--- config.mk ---
export PLATFORM = sky130hd
export DESIGN_NAME = bdtw_ram
export DESIGN_NICKNAME = d
export VERILOG_FILES = /design/src/design/bdtw_ram.sv
export SDC_FILE = /design/constraint.sdc
export NUM_CORES = 1
export LEC_CHECK = 0
export BUFFER_PORTS_ARGS = -buffer_cell sky130_fd_sc_hd__buf_2
export CAP_MARGIN = 40
export CORE_MARGIN = 2
export CORE_UTILIZATION = 41
export DETAILED_ROUTE_END_ITERATION = 12
export PLACE_DENSITY_LB_ADDON = 0.1
export SETUP_SLACK_MARGIN = 0.2
export SYNTH_ARGS = -nofsm -noshare
export SYNTH_HDL_FRONTEND = slang
export SYNTH_SLANG_ARGS = --single-unit
--- constraint.sdc ---
create_clock -name clk -period 1.8 [get_ports clk]
set_input_delay 0.18 -clock clk [delete_from_list [all_inputs] [get_ports clk]]
set_output_delay 0.18 -clock clk [all_outputs]
set_load 0.02 [all_outputs]
--- src/design/bdtw_ram.sv ---
`default_nettype none
module bdtw_ram #(
  parameter int Width = 8,
  parameter int Depth = 16
) (
  input  wire logic                     clk,
  input  wire logic                     we,
  input  wire logic [$clog2(Depth)-1:0] waddr,
  input  wire logic [Width-1:0]         wdata,
  input  wire logic [$clog2(Depth)-1:0] raddr,
  output logic      [Width-1:0]         rdata
);
  logic [Width-1:0] mem [Depth];

  always_ff @(posedge clk) begin
    if (we) begin
      mem[waddr] <= wdata;
    end
    rdata <= mem[raddr];
  end
endmodule
`default_nettype wire

==> flow_summary.json <==
{
  "status": "finished, final reports clean",
  "cp.required_ps": 2080,
  "rsz0062_at_grt": "no",
  "antenna_cells": 0,
  "layout_commonest_cell": "edfxtp_1",
  "hold_viol": 0,
  "ys.flop_type": "edfxtp_1",
  "fin_skew_ps": 9.76,
  "initial_core_util_pct": 42.5,
  "ys_ff_latch": 136,
  "clock-sinks": 136,
  "clk_pin_slew_worst_paths_ps": 60,
  "nets": 309,
  "clockRootBuffer": "clkbuf_16",
  "wl_mm": 10.8,
  "start_kind": "flop",
  "fp-row-count": 40,
  "ios": 26,
  "gp_congestion": 0.761,
  "clk_path_buf_depth": 2,
  "synth_cell_types": 19,
  "detail-route-antenna-nets": 0,
  "yosysSeqAreaShare_pct": 77.8,
  "grt_pass1_vias": 2543,
  "fillers": 1016,
  "dieArea_um2": 13500,
  "yosys_warnings": 0,
  "drc": 0,
  "maxCapViolations": 0,
  "grt_max_degree": 33,
  "hold_buffers": 0,
  "power.density_nw_per_um2": 1200,
  "synth_nets": 247,
  "drt-initial-drc-count": 133,
  "dpl.cell_count": 440,
  "worstMarginPinSlew_ps": 474,
  "regToRegEndpoint": "rdata[4]$_DFF_P_",
  "multiInputGateArea_um2": 1060,
  "grt.total_usage_pct": 17.8,
  "die_x_um": 116,
  "synth_cells": 229,
  "viasPerCell": 5.22,
  "rr_worst_depth": 3,
  "cts_tree": "yes",
  "setup_viol": 0,
  "maxSlewHeadroom_pct": 68.4,
  "core_area_um2": 12100,
  "wl_per_cell_um": 22.8,
  "fin_crit_ps": 1490,
  "die_y_um": 116,
  "grt_overflow_total": 0,
  "final_layout_size_suffix_gt1_share_pct": 33.6,
  "crit_start": "mem[9][4]$_DFFE_PP_",
  "clkLatencyLatePin_ps": 420,
  "hold_ws_ps": 154,
  "final_max_slew_viol_count": 0,
  "numPortBuffers": 25,
  "critical_path_class": "flop to flop",
  "peakVddDrop_uv": 564,
  "grt_pass1_wl_mm": 16.1,
  "cts_resized": 0,
  "endpoint_kind": "flop",
  "post_cts_buffers": 0,
  "layout.cells.non_filler": 472,
  "seq_area_um2": 4000,
  "layout_common_cells": "128 x edfxtp_1, 26 x buf_4, 25 x buf_2, 18 x mux4_2, 17 x clkbuf_16",
  "r2r_start": "mem[9][4]$_DFFE_PP_",
  "htreeDepth": 4,
  "first_pass_iters": 4,
  "vias": 2466,
  "dp.final_hpwl_mm": 6.86,
  "cts_buffers": 17,
  "areaGrowthSynthToFinish_pct": 21.4,
  "antenna_found_initial": 0,
  "finalCritPeriodShare_pct": 82.5,
  "arrival_ps": 1760,
  "reg2reg_slack_ps": 310,
  "fin_setup_tns_ps": 0,
  "syn_avg_cell_area_um2": 22.5,
  "path_max_fanout": 1,
  "endpoint": "rdata[4]$_DFF_P_",
  "synthArstFlopShare_pct": 0,
  "syn-cell-area_um2": 5150,
  "fmax_mhz": 673,
  "p_leak_nw": 2.14,
  "hp-class": "input pin to flop",
  "synth-edff-count": 128
}
[cells in the mapped netlist, types with 2 or more instances]
cell type | n | area share (%)
mux4_1 | 14 | 7.1
edfxtp_1 | 128 | 75
nor2_1 | 13 | 0.95
nor3_1 | 4 | 0.39
dfxtp_1 | 8 | 3.1
nand3b_1 | 2 | 0.29
nand2b_1 | 2 | 0.24
buf_6 | 3 | 0.66
mux4_2 | 18 | 7.9
clkdlybuf4s25_2 | 3 | 0.58
nand2_1 | 9 | 0.66
buf_2 | 3 | 0.29
a22oi_1 | 16 | 2.3
[how the worst min path moves through the flow]
| stage | from | slack (ps) | depth (start not counted) | endpoint |
|---|---|---|---|---|
| CTS | wdata[0] | 140 | 1 | mem[0][0]$_DFFE_PP_ |
| floorplan | wdata[0] | 280 | 0 | mem[0][0]$_DFFE_PP_ |
| global placement | wdata[6] | 570 | 1 | mem[2][6]$_DFFE_PP_ |
| finish | wdata[6] | 150 | 1 | mem[8][6]$_DFFE_PP_ |
| global route | wdata[6] | 150 | 1 | mem[15][6]$_DFFE_PP_ |
| detailed placement | wdata[6] | 580 | 1 | mem[3][6]$_DFFE_PP_ |
[cells by family after synthesis]
logic type             count (synthesis)  share of synthesized area [%]
AO/OA/AOI/OAI                         16                           2.33
buffers and inverters                 10                           1.68
flip-flops                           136                           77.8
multiplexers                          32                           15.0
AND/OR/NAND/NOR                       35                           3.18
[sequential cells by signal (all words and copies together), names as in the netlist]
register,flops
rdata,8
mem,128
[cell type report]
cell class	count	share of cell area, %
multi-input cells	83	17.0
repair buffers	53	5.77
clock buffers	19	6.93
flip-flops and latches	136	64.1
well taps	168	3.36
clock inverters	13	2.86
[layer usage]
metal,wire length (um),part of all wire (%),track usage (%)
met3,525,4.9,5.33
met5,0,0,0
met4,159,1.5,6.90
met2,4940,46,25.7
met1,5140,48,25.6
[worst max-delay path, cell delays in order, from the launching register on]
cell      delay [ps]
edfxtp_1         370
mux4_1           500
a22oi_1          340
nand2_1          140
[through the flow]
step	utilization, %	total power (W)	cell area [um2]	worst slack, ps
2_1_floorplan	-	0.00383	5150	354
3_3_place_gp	46.5	0.00400	5640	64.2
3_5_place_dp	46.5	0.00400	5640	49.4
4_1_cts	51.6	0.00758	6250	338
5_1_grt	51.6	0.00773	6250	302
6_report	51.6	0.00748	6250	315
[where the power goes]
group / switching [W] / internal [W]
combinational: 0.000218 / 0.000151
clock: 0.00125 / 0.00230
sequential: 0.0000210 / 0.00354
total: 0.00149 / 0.00600
No activity file was read; power rests on OpenSTA's default activity.
