==> src/design/bdtw_pkg.sv <==
`default_nettype none
package bdtw_pkg;
  localparam int Window     = 128;
  localparam int IdxBits    = $clog2(Window);
  localparam int SampleBits = 24;
  localparam int CostBits   = 32;
  localparam int SigBits    = 31;
  localparam int SumBits    = 31;
  localparam int BandBits   = 8;
  localparam int DevBits    = SampleBits + 1;
  localparam int ColBits    = $clog2(Window + 1);

  localparam logic [CostBits-1:0] CostMax = {CostBits{1'b1}};
  localparam logic [SigBits-1:0]  SigMax  = {SigBits{1'b1}};

  localparam logic ActRef  = 1'b0;
  localparam logic ActPush = 1'b1;

  typedef enum logic [3:0] {
    ST_IDLE, ST_CLEAR, ST_REF_RD, ST_REF_WR, ST_PUSH_RD, ST_PUSH_WR,
    ST_INIT, ST_SIG, ST_ROW, ST_CELL, ST_DONE
  } state_t;
endpackage
`default_nettype wire

==> src/design/bdtw_cell.sv <==
`default_nettype none
// One DTW cell: local distance plus min of three neighbors, saturating.
module bdtw_cell (
  input  wire logic signed [bdtw_pkg::DevBits-1:0]  ref_dev,
  input  wire logic signed [bdtw_pkg::DevBits-1:0]  tst_dev,
  input  wire logic        [bdtw_pkg::CostBits-1:0] diag,
  input  wire logic        [bdtw_pkg::CostBits-1:0] left,
  input  wire logic        [bdtw_pkg::CostBits-1:0] up,
  output logic             [bdtw_pkg::CostBits-1:0] cost
);
  import bdtw_pkg::*;
  logic signed [DevBits:0]   d;
  logic        [DevBits:0]   ad;
  logic        [CostBits-1:0] m;
  logic        [CostBits:0]   s;

  always_comb begin
    d = {ref_dev[DevBits-1], ref_dev} - {tst_dev[DevBits-1], tst_dev};
    ad = d[DevBits] ? -d : d;
    m = (diag < left) ? diag : left;
    if (up < m) begin
      m = up;
    end
    s = {1'b0, m} + {{(CostBits - DevBits){1'b0}}, ad};
    cost = s[CostBits] ? CostMax : s[CostBits-1:0];
  end
endmodule
`default_nettype wire

==> config.mk <==
export PLATFORM = sky130hd
export DESIGN_NAME = bdtw_cell
export DESIGN_NICKNAME = d
export VERILOG_FILES = /design/src/design/bdtw_pkg.sv /design/src/design/bdtw_cell.sv
export SDC_FILE = /design/constraint.sdc
export NUM_CORES = 1
export LEC_CHECK = 0
export BUFFER_PORTS_ARGS = -buffer_cell sky130_fd_sc_hd__clkbuf_2
export CAP_MARGIN = 20
export CELL_PAD_IN_SITES_DETAIL_PLACEMENT = 1
export CELL_PAD_IN_SITES_GLOBAL_PLACEMENT = 1
export CORE_MARGIN = 3
export CORE_UTILIZATION = 38
export DETAILED_ROUTE_END_ITERATION = 10
export MAX_ROUTING_LAYER = met4
export PLACE_DENSITY_LB_ADDON = 0.2
export SYNTH_ARGS = -nofsm -noshare
export SYNTH_HDL_FRONTEND = slang
export SYNTH_SLANG_ARGS = --single-unit
==> constraint.sdc <==
create_clock -name vclk -period 20.7
set_input_delay 6.21 -clock vclk [all_inputs]
set_output_delay 6.21 -clock vclk [all_outputs]
set_load 0.05 [all_outputs]
==> results of run 1 <==
-- per-layer routing --
| metal | GRT usage | up-vias | wire (um) |
|---|---|---|---|
| met5 | - | - | 0 |
| met4 | 0.01297 | 0 | 161 |
| met3 | 0.003298 | 10 | 720 |
| met2 | 0.3652 | 153 | 8471 |
| met1 | 0.2995 | 3009 | 9419 |
| li1 | - | 3459 | - |
-- cell families after synthesis --
group | count (synthesis)
fa+ha+maj | 116
buf+inv | 101
compound gates | 285
simple gates | 271
mux | 15
xor+xnor | 69
-- worst paths after layout --
path	startpoint	end	slack [ps]	depth (start not counted)
setup / recovery	left[30]	cost[31]	470	34
hold / removal	up[28]	cost[28]	13000	5
-- timing repair --
action | CTS | global route
setup endpoints to repair | 0 | 32
buffers inserted | 0 | 4
resized for setup | 0 | 5
-- tightest hold or removal path, stage by stage --
cell      delay, ps
clkbuf_2        110
nand4_1          70
nand3_1          70
o21ai_0         160
buf_12          160
-- where the power goes --
group	switching (mW)	total (mW)	internal, mW
clock	0	0	0
combinational	0.555	0.799	0.245
sequential	0	0	0
-- placed cells by master (no fill, tap or decap), types with 6 or more instances in the layout --
cell / synthesis / layout
clkbuf_2: 0 / 176
a21oi_1: 116 / 116
ha_1: 114 / 114
nor2_1: 99 / 99
inv_1: 82 / 82
nand2_1: 75 / 74
o21ai_0: 40 / 40
xnor2_1: 35 / 35
xor2_1: 34 / 34
a21o_1: 32 / 32
nand3_1: 17 / 17
nand4_1: 16 / 16
nand2b_1: 12 / 12
nor3_1: 11 / 11
o211ai_1: 11 / 11
o21a_1: 10 / 10
buf_4: 0 / 10
mux2i_1: 9 / 9
a31oi_1: 9 / 8
a211oi_1: 7 / 7
o21bai_1: 6 / 6
mux2_2: 6 / 6
-- cells in the mapped netlist (7+ instances only) --
master and count:
a211oi_1 7, a21o_1 32, a21oi_1 116, a31oi_1 9, clkbuf_1 12, ha_1 114
inv_1 82, mux2i_1 9, nand2_1 75, nand2b_1 12, nand3_1 17, nand4_1 16
nor2_1 99, nor3_1 11, o211ai_1 11, o21a_1 10, o21ai_0 40, xnor2_1 35
xor2_1 34
-- final cells by class --
type               count  area share
inverters             82     0.04407
well taps            184     0.03296
repair buffers       190      0.1476
multi-input cells    757      0.7753
-- per-stage QoR --
step / setup TNS, ps / utilization / setup slack, ps / instances
floorplan: 0 / - / 612.2 / 857
global placement: 0 / 0.4687 / 551.6 / 1207
detailed placement: 0 / 0.4687 / 102.2 / 1207
CTS: 0 / 0.4687 / 89.44 / 1207
global route: -121.4 / 0.4751 / -107.4 / 1213
finish: 0 / 0.4751 / 472.6 / 1213
==> metrics.md, run 1 <==
| Metric | Value |
|---|---|
| Via density | 5.467 |
| Core region area | ~15000 um2 |
| Max cap viols | 0 |
| Mux cell area share after synthesis | 0.02735 |
| Final hold vios | 0 |
| Largest family of logic cells by synthesized area | compound AO/OA/AOI/OAI gates |
| Compound-Gate Fraction of Synth Area | 0.3139 |
| WL/cell | 15.48 um |
| Yosys synthesis warning count | 0 |
| Slowest stage delay, CP | approximately 510 ps |
| Peak supply drop | 0.09837 mV |
| Number of clock buffers in the layout | 0 |
| Sequential cells | 0 |
| Share of cells above drive strength 1 | 0.2235 |
| Rows | 44 |
| Register area | 0 um2 |
| Worst setup SP type | input pin |
| First-pass GRT wire length | 29.62 mm |
| Leak | approximately 3.7 nW |
| Slowest cell on crit path | nor4_4 |
| Final Net Count | 1293 |
| Starting density of the core | 0.3922 |
| Remaining DRCs | 0 |
| Worst Path Max Fanout | 18 |
| GP Congestion | between 0.9 and 1 |
| Critical Path RT | 14490 ps |
| Instance area at placement | between 6000 and 7000 um2 |
| Overall via count from detail_route | 6631 |
| DPL Wire Length | 16.67 mm |
| Dominant cell type by area after synthesis | ha_1 |
| Vias in the first global route | approximately 6300 |
| Die width | ~130 um |
| Crit end category | primary output |
| Critical path class | in2out |
| # IOs | 178 |
| Synth Instances | 857 |
| Die height | 129.2 um |
| XOR/XNOR Fraction of Synth Area | 0.1048 |
| Post-Synth Adder-Cell Area | 0.2544 |
| I/O Buffers | roughly 180 |
| Crit path buffers/inverters | 5 |
| Slew HR | 0.5487 |
| Simple-gate area share of the yosys netlist | 0.2299 |
| Pin count of the biggest net entering global routing | 29 |
| Syn avg cell area | 6.726 um2 |
| Distinct cell type count after synthesis | 74 |
| Fmax | 49.44 MHz |
| Post-cts hold buffer count | 0 |
| Die area | about 17000 um2 |
| Post-synthesis sequential area ratio | 0 |
| Post-Route WL | 18.77 mm |
| Top cells by area, synth | ha_1, a21oi_1, nor2_1 |
| Worst-Margin Slew | between 600 and 700 ps |
| GRT Total Usage | 0.2145 |
| Initial DRC count | 139 |
| WP data arrival | between 10000 and 15000 ps |
| Fill cell count | around 2000 |
| Period Utilization, post-route | 0.9772 |
| Synth top area share | 0.2474 |
| Multi-input gate area | 5415 um2 |
| Initial antenna violation count | 0 |
| Max-slew violation count | 0 |
| Number of diodes | 0 |
| Total global routing overflow | 0 |
| Final setup fails | 0 |
| Total iterations of the first detailed-routing run | 4 |
| Pwr per Cell Area | between 100 and 150 nW/um2 |
| Final worst path period need | 20230 ps |
| DRT antenna net count | 0 |
| Mapped Area | 5764 um2 |
| Final Instance Area | 6984 um2 |
| Syn Nets | roughly 1100 |
| Total Power | ~0.8 mW |
| Crit path max-delay family | compound AO/OA/AOI/OAI gates |
| Worst hold slack | 13000 ps |
| Area delta synth->final | 21.16% |
| Hold crit path type | in2out |
| Status | finished clean |
Power figures use the tool's default switching activity.
==> inputs of run 2 (changes only) <==
--- a/config.mk
+++ b/config.mk
@@ -14,6 +14,7 @@
 export DETAILED_ROUTE_END_ITERATION = 10
 export MAX_ROUTING_LAYER = met4
 export PLACE_DENSITY_LB_ADDON = 0.2
+export REMOVE_ABC_BUFFERS = 1
 export SYNTH_ARGS = -nofsm -noshare
 export SYNTH_HDL_FRONTEND = slang
 export SYNTH_SLANG_ARGS = --single-unit
==> constraint.sdc (replaced) <==
create_clock -name vclk -period 20.7
set_input_delay 6.21 -clock vclk [all_inputs]
set_output_delay 6.21 -clock vclk [all_outputs]
set_load 0.005 [all_outputs]
==> run 2 against run 1 <==
  * Largest power group unchanged
  * Via count is essentially flat
  * Critical path type unchanged
  * Worst setup slack gained 180 ps
  * Core utilization shrank 0.59 points
  * Wire length rose by 0.32%
  * Global-route usage increased by 0.42 points
  * Combinational power fell by 30%
  * Non-clock buffer count decreased by 4
  * Hold slack worse by 110 ps
==> metrics.md, run 2 (same netlist as run 1, synthesis figures left out) <==
| Metric | Value |
|---|---|
| WL/cell | about 16 um |
| Pin count of the biggest net entering global routing | 38 |
| GP Congestion | 0.9250 |
| Leading cell type in the layout, fill and taps excluded | clkbuf_2 |
| Total iterations of the first detailed-routing run | 4 |
| DRT antenna net count | 0 |
| Starting density of the core | 0.3922 |
| Status | finished clean |
| Setup_tns | 0 ps |
| Number of clock buffers in the layout | 0 |
| Wire length on met2 | 8.667 mm |
| Final worst path period need | 20050 ps |
| Worst-Margin Slew | 875.4 ps |
| Share of cells above drive strength 1 | 0.2185 |
| Finished Layout Cells | about 1200 |
| Period Utilization, post-route | 0.9686 |
| Max-slew violation count | 0 |
| Area delta synth->final | 19.67% |
| Initial DRC count | 179 |
| Worst setup SP type | input pin |
| GRT Total Usage | 0.2187 |
| Leak | 3.635 nW |
| First-pass GRT wire length | around 30 mm |
| Most frequent cells in the layout | clkbuf_2, a21oi_1, ha_1 |
| Post-CTS Setup Inserts | 0 |
| Sequential cells | 0 |
| Hold crit path type | in2out |
| Final Instance Area | about 7000 um2 |
| Number of diodes | 0 |
| Clock power frac | 0 |
| Total global routing overflow | 0 |
| I/O Buffers | about 180 |
| Max Used Layer | met4 |
| Critical path class | in2out |
| Crit end category | primary output |
| Routed wl met3 | 724 um |
| Remaining DRCs | 0 |
| Pwr per Cell Area | about 81 nW/um2 |
| WP data arrival | between 10000 and 15000 ps |
| Sw Pwr | 0.3204 mW |
| DPL Wire Length | 16.82 mm |
| # IOs | 178 |
| Reg power frac | 0 |
| P_int | 0.2410 mW |
| Fmax | 49.87 MHz |
| Total Power | around 0.56 mW |
| Die height | between 100 and 150 um |
| Max cap viols | 0 |
| Switching Fraction | 0.5708 |
| Final setup fails | 0 |
| Die width | 129.2 um |
| Critical Path Start | left[29] |
| Gate power share | 1.000 |
| Worst Hold Launch | up[28] |
| Final hold vios | 0 |
| Unrepaired setup endpoints after global routing | no |
| Register area | 0 um2 |
| Die area | between 15000 and 20000 um2 |
| Vias in the first global route | between 6000 and 7000 |
| Post-Route WL | 18.83 mm |
| Hold Path Sink | cost[28] |
| Worst Path Max Fanout | 22 |
| Overall via count from detail_route | 6637 |
| Critical Path RT | 14490 ps |
| Slew HR | 0.4146 |
| Peak supply drop | 0.03458 mV |
| Final Net Count | 1289 |
| Core region area | 14700 um2 |
| Via density | 5.490 |
| Util after Layout | 0.4693 |
| Post-cts hold buffer count | 0 |
| Hold Crit Depth | 5 |
| Instance area at placement | 6879 um2 |
| Met1 wire length | 9.215 mm |
| Rows | 44 |
| Placed cells | 1208 |
| Slowest stage delay, CP | ~640 ps |
| Initial antenna violation count | 0 |
| Slowest cell on crit path | nor4_2 |
-- run 2: cell count changes in the layout (fill, tap and decap cells not counted) --
cell / delta
a2111oi_0: +1
buf_4: -3
a221oi_2: -1
a221oi_1: +1
buf_8: -1
nand2_2: -1
nor4_4: -1
nor4_2: +1
a2111oi_1: -1
buf_12: -2
clkbuf_2: +2
nand2_1: +1
-- run 2: worst max-delay path by stage --
stage	end	slack, ps	cells past startpoint
2_1_floorplan	cost[31]	-1280	30
3_3_place_gp	cost[31]	580	35
3_5_place_dp	cost[28]	550	36
4_1_cts	cost[31]	510	35
5_1_grt	cost[31]	30	34
6_report	cost[31]	650	35
-- run 2: repair_timing --
item | CTS | global route
hold endpoints to repair | 0 | 0
resized for setup | 0 | 1
setup endpoints to repair | 0 | 5
-- run 2: critical path: cells and delay by family --
kind,cells,cell delay (ps)
AOI/OAI and AO/OA,16,3680
adders and majority gates,4,1290
buffers and inverters,7,1120
and+or+nand+nor,8,1510
-- run 2: metal layers --
layer  track usage  vias up
met4       0.01791        0
met2        0.3814      146
li1              -     3448
met5             -        -
met1        0.2956     3029
met3      0.004534       14
-- run 2: power by group through the flow --
stage          Combinational (mW)  Clock, mW  Sequential, mW
6_report                    0.561          0               0
3_3_place_gp                0.551          0               0
3_5_place_dp                0.560          0               0
4_1_cts                     0.563          0               0
2_1_floorplan               0.372          0               0
5_1_grt                     0.627          0               0
-- run 2: area by class of cell --
type / instances / area, um2
fill: 2030 / 7801
multi-input combinational: 757 / 5396
timing repair buffer: 186 / 963.4
inverter: 82 / 307.8
tap: 184 / 230.2
-- run 2: stage by stage --
step | hold slack, ps | setup WS [ps]
CTS | 12880 | 508.3
global route | 12930 | 27.43
global placement | 12890 | 576.1
finish | 12890 | 649.4
floorplan | 12610 | -1283
detailed placement | 12880 | 547.4
